===== config.mk =====
export PLATFORM = sky130hd
export DESIGN_NAME = gbp_ram
export DESIGN_NICKNAME = d
export VERILOG_FILES = /design/src/sv/gbp_ram.sv
export SDC_FILE = /design/constraint.sdc
export NUM_CORES = 2
export LEC_CHECK = 0
export ABC_CLOCK_PERIOD_IN_PS = 2810
export BUFFER_PORTS_ARGS = -buffer_cell sky130_fd_sc_hd__buf_4
export CAP_MARGIN = 20
export CORE_ASPECT_RATIO = 0.9
export CORE_UTILIZATION = 56
export CTS_CLUSTER_DIAMETER = 30
export DETAILED_ROUTE_END_ITERATION = 10
export PLACE_DENSITY_LB_ADDON = 0.15
export SETUP_SLACK_MARGIN = 0.05
export SYNTH_ARGS = -nofsm -noshare
export SYNTH_HDL_FRONTEND = slang
export SYNTH_SLANG_ARGS = --single-unit
export TNS_END_PERCENT = 1

===== constraint.sdc =====
create_clock -name clk_i -period 2.81 [get_ports clk_i]
set_input_delay 0.562 -clock clk_i [delete_from_list [all_inputs] [get_ports clk_i]]
set_output_delay 0.562 -clock clk_i [all_outputs]
set_load 0.02 [all_outputs]

===== src/sv/gbp_ram.sv =====
// ----------------------------------------------------------------------------
// gbp_ram
// Generic single-clock RAM: one write port, one read port, registered read.
// A read of the address being written returns the old data.
// ----------------------------------------------------------------------------
module gbp_ram #(
  parameter int unsigned WIDTH = 8,
  parameter int unsigned DEPTH = 256
) (
  input  logic                     clk_i,
  input  logic                     we_i,
  input  logic [$clog2(DEPTH)-1:0] waddr_i,
  input  logic [WIDTH-1:0]         wdata_i,
  input  logic                     re_i,
  input  logic [$clog2(DEPTH)-1:0] raddr_i,
  output logic [WIDTH-1:0]         rdata_o
);

  logic [WIDTH-1:0] mem_q [DEPTH];
  logic [WIDTH-1:0] rdata_q;

  always_ff @(posedge clk_i) begin
    if (we_i) begin
      mem_q[waddr_i] <= wdata_i;
    end
    if (re_i) begin
      rdata_q <= mem_q[raddr_i];
    end
  end

  assign rdata_o = rdata_q;

endmodule


Word level (Yosys, flattened, before mapping)
Memories as Yosys holds them, arrays and structs flattened. A register that Yosys moved wholly into a read port is not among the register bits.
Cells that the tools add are included.
{ "classes": {"mux": 2} }
{ "ops": {"columns": ["operator", "n"], "rows": [
  ["1-bit two-way mux", 2]
]} }
{ "totals": {"ff_bits": 0, "ramBits": 2048, "inputBits": 27, "out_inout_bits": 8, "n_memories": 1} }
{ "memory_table": {"columns": ["memory", "words", "width", "rd", "rd_clocked_by_memory_dff", "write_ports", "line", "text"], "rows": [
  ["mem_q", 256, 8, 1, 1, 1, "19", "logic [WIDTH-1:0] mem_q [DEPTH];"]
]} }

Longest topological paths before layout
{ "logic_depth": {"ltp_word": 2, "ltp_mapped": 11, "ltp_nobuf": 6} }

Worst setup path before layout
OpenSTA, ideal clock, no wires.
{ "synth_timing": {"path_kind": "input-to-reg", "start": "input port raddr_i[0]", "end": "register rdata_q[2], in the netlist rdata_o[2] (read register of mem_q) (data pin)", "setup_ns": 0.269, "t_arrival_ns": 2.369, "required_ns": 2.541, "slack_ns": 0.172, "cell_stages": 9, "path_buffers": 4, "cell_sequence": "buf_6 -> buf_12 -> buf_8 -> buf_2 -> mux4_2 -> a22oi_1 -> a21oi_1 -> nor4_1 -> nor4_2"} }
{ "synth_lines": {"columns": ["element", "line", "text"], "rows": [
  ["start: declaration", "15", "input logic [$clog2(DEPTH)-1:0] raddr_i,"],
  ["end: declaration", "20", "logic [WIDTH-1:0] rdata_q;"]
]} }

==> summary.txt <==
Floorplan
  • Die Y-Extent: 360 µm
  • # IOs: 35
  • Core Region: 140000 µm²
  • Initial Util: 56.7%
  • Die Wd: 400 µm
  • Row cnt: 130
  • Total die area: 144000 µm²

Clocking
  • CTS tree: yes
  • Root buffer cell: clkbuf_16
  • CTS Sinks: 2056
  • Worst-Skew Late Latency: 0.92 ns
  • CTS max path bufs: 4
  • H-tree depth: 5
  • Num CTS Buffers: 371
  • Clock transition at path regs: 0.05 ns

STA
  • Achievable Freq: 0.368 GHz
  • RSZ-0062 raised after global routing: no
  • TNS Setup: 0 ns
  • Slew margin rel.: 40.4%
  • Skew final: 0.0443 ns
  • Max-slew violation count: 0
  • Min Hold Slack: 0.181 ns
  • Final setup fails: 0
  • Least-Margin Pin Slew: 0.892 ns
  • Final hold vios: 0
  • Final worst setup slack: 0.0932 ns
  • Final Cycle Share: 96.7%
  • Crit path time final: 2.72 ns

Setup path
  • Peak fanout along the critical path: 16
  • Cell mode on critical path: buf_4
  • Worst path max stage delay: 0.82 ns
  • Internal reg-to-reg setup slack: 0.17 ns
  • Critical Path RT: 3.54 ns
  • Setup CP Type: in -> reg
  • CP Capture Type: flop
  • Reg2reg start: mem_q[83][1]
  • Critical path's slowest cell: a2111oi_1
  • Critical Path Source Type: input port
  • R2r worst-path depth: 6
  • Critical Path AT: 3.44 ns
  • Worst flop-to-flop path endpoint: rdata_o[1]
  • Critical path cell sequence: buf_8, buf_16, buf_4, mux4_2, o22a_1, o21ai_0, buf_4, a2111oi_1, nor3_1, nor4_1

Synthesis
  • Synthesized instance count: 3733
  • Count leader, synth: edfxtp_1
  • Sequential element share of the synthesized area: 77.5%
  • Synth Area in Compound Gates: 3.42%
  • Synth area leader: edfxtp_1
  • Post-synthesis xor/xnor area fraction: 0%
  • Combinational family with the most area after synthesis: multiplexers
  • Synthesis-stage register bit count: 2056
  • Most frequent cells after synthesis: edfxtp_1 (2056), mux4_2 (454), nor2_1 (282)
  • Top_reg_cell synth: edfxtp_1
  • Mean area per synthesized cell: 21.3 µm²
  • Async set-reset flop share out of synthesis: 0%
  • EDFF count, synth: 2056
  • YS warnings: 0
  • Post-Syn Area: 79600 µm²
  • Synth cell types: 54
  • Area share of and/or/nand/nor cells after synthesis: 2.63%
  • Ranking of synthesized cells by area: edfxtp_1 (78%), mux4_2 (13%), mux2i_1 (1.7%)
  • Mux contribution to synthesized area: 14.6%
  • Adder-cell area share of the yosys netlist: 0%
  • Synthesized Nets: 3760
  • Post-synth top area share: 77.5%

Detailed routing
  • Initial DRC count: 5691
  • Vias/cell: 6.39
  • Via count: 43045
  • DR DRC count: 0
  • Remaining antenna violation count after routing: 0
  • Drt pass-1 iters: 5
  • Total routed wirelength: 207000 µm
  • Post-detailed-route wirelength per cell: 30.8 µm

Finish
  • Layout cells sized above 1: 36.8%
  • NumNets Final: 4623
  • Area delta synth->final: 24.7%

Pwr
  • Reg power frac: 42.0%
  • Net Sw Frac: 21.3%
  • Net Switching: 17200 µW
  • Worst vdd ir: 0.000796 V
  • Pleak: 0.0332 µW
  • Cell Int Power: 63600 µW
  • Pwr Density: 814 nW/µm²
  • Logic pwr share: 4.4%
  • Clock power frac: 53.6%

Job
  • MaxCap Viol Count: 0

Placed design
  • PortBufs: 34
  • DP Worst Slack: -1.03 ns
  • Gp weighted congestion: 0.892
  • Post-DP HPWL: 130000 µm

Global route
  • Global-route wire length before repair: 301000 µm
  • Largest net degree at the start of global routing: 92
  • Initial antenna violation count: 8
  • Vias in the first global route: 43735
  • GRT overflow: 0
  • Total GRT Usage: 29.4%

Status
  • Outcome: finished clean

Min path
  • Type of the worst min-delay path: in -> reg
  • Hold Path Origin: wdata_i[0]
  • Worst Hold End: mem_q[168][0]
  • Hold Path Cell Cnt: 1
==> sequential cells by signal, summed over array words and instances (netlist names) <==
register and flops:
mem_q 2048, rdata_o 8
==> per-layer routing <==
layer	vias to the layer above	share of wire (%)	track usage [%]
met1	22424	39	42.1
met4	10	3.1	10.1
li1	17586	-	-
met5	-	0.033	0
met2	2617	48	44.9
met3	408	11	6.69
==> through the flow <==
stage / area [µm²] / utilization (%) / total power [µW] / cells
finish: 99300 / 70.8 / 80900 / 6733
global route: 99300 / 70.8 / 82800 / 6731
CTS: 99300 / 70.7 / 81300 / 6731
detailed placement: 87000 / 62.0 / 38000 / 6070
global placement: 87000 / 61.9 / 37900 / 6068
floorplan: 79600 / - / 36200 / 3733
==> worst max-delay path: cells and delay by family <==
kind,cells,cell delay [ns]
AND/OR/NAND/NOR,2,0.55
AO/OA/AOI/OAI,3,1.12
buffers and inverters,4,0.74
multiplexers,1,0.38
==> power by group through the flow <==
stage	combinational [µW]	clock (µW)	sequential, µW
3_3_place_gp	3430	0	34500
2_1_floorplan	1640	0	34500
3_5_place_dp	3520	0	34500
5_1_grt	3740	45200	33900
6_report	3580	43400	33900
4_1_cts	3560	43800	33900
==> timing repair <==
| item | in CTS | in global routing |
|---|---|---|
| resized for setup | 4 | 9 |
| pin swaps | 0 | 1 |
| endpoints found under the setup margin | 4 | 3 |
| hold buffers | 1 | 0 |
| hold endpoints to repair | 1 | 0 |
| setup buffers | 0 | 0 |
==> layout make-up <==
| cell class | count | area [µm²] |
|---|---|---|
| tap | 1848 | 2310 |
| fill | 8158 | 41000 |
| inverter | 2 | 7.51 |
| clock inverter | 256 | 2740 |
| sequential | 2056 | 61700 |
| clock buffer | 404 | 9510 |
| timing repair buffer | 723 | 6470 |
| multi-input combinational | 1442 | 16600 |
| antenna | 2 | 5.00 |
==> cell families after synthesis <==
logic type	Yosys count
buffers and inverters	235
flip-flops	2056
AND/OR/NAND/NOR	466
multiplexers	591
AO/OA/AOI/OAI	385
==> placed cells by master (no fill, tap or decap), drive strengths merged, types with 6 or more instances in the layout <==
cell type and instances:
clkinv 132, a221oi 14, clkinvlp 41, nor2 282
o211ai 10, nand4 10, edfxtp 2056, nand2 33
clkbuf 412, nand3 34, o22ai 28, a21oi 96
buf 714, a211oi 16, inv 44, nor2b 31
bufinv 41, a22o 8, nor4 27, nor3 22
nand2b 8, mux4 456, o21ai 12, o221ai 47
and2 6, a22oi 133, mux2i 134
==> worst max-delay path by stage <==
stage	start	endpoint	depth (start not counted)
2_1_floorplan	raddr_i[0]	rdata_o[2]	9
3_3_place_gp	raddr_i[0]	rdata_o[5]	10
3_5_place_dp	raddr_i[0]	rdata_o[3]	10
4_1_cts	raddr_i[0]	rdata_o[1]	12
5_1_grt	raddr_i[1]	rdata_o[2]	11
6_report	raddr_i[0]	rdata_o[4]	10
(Power assumes the default switching activity.)
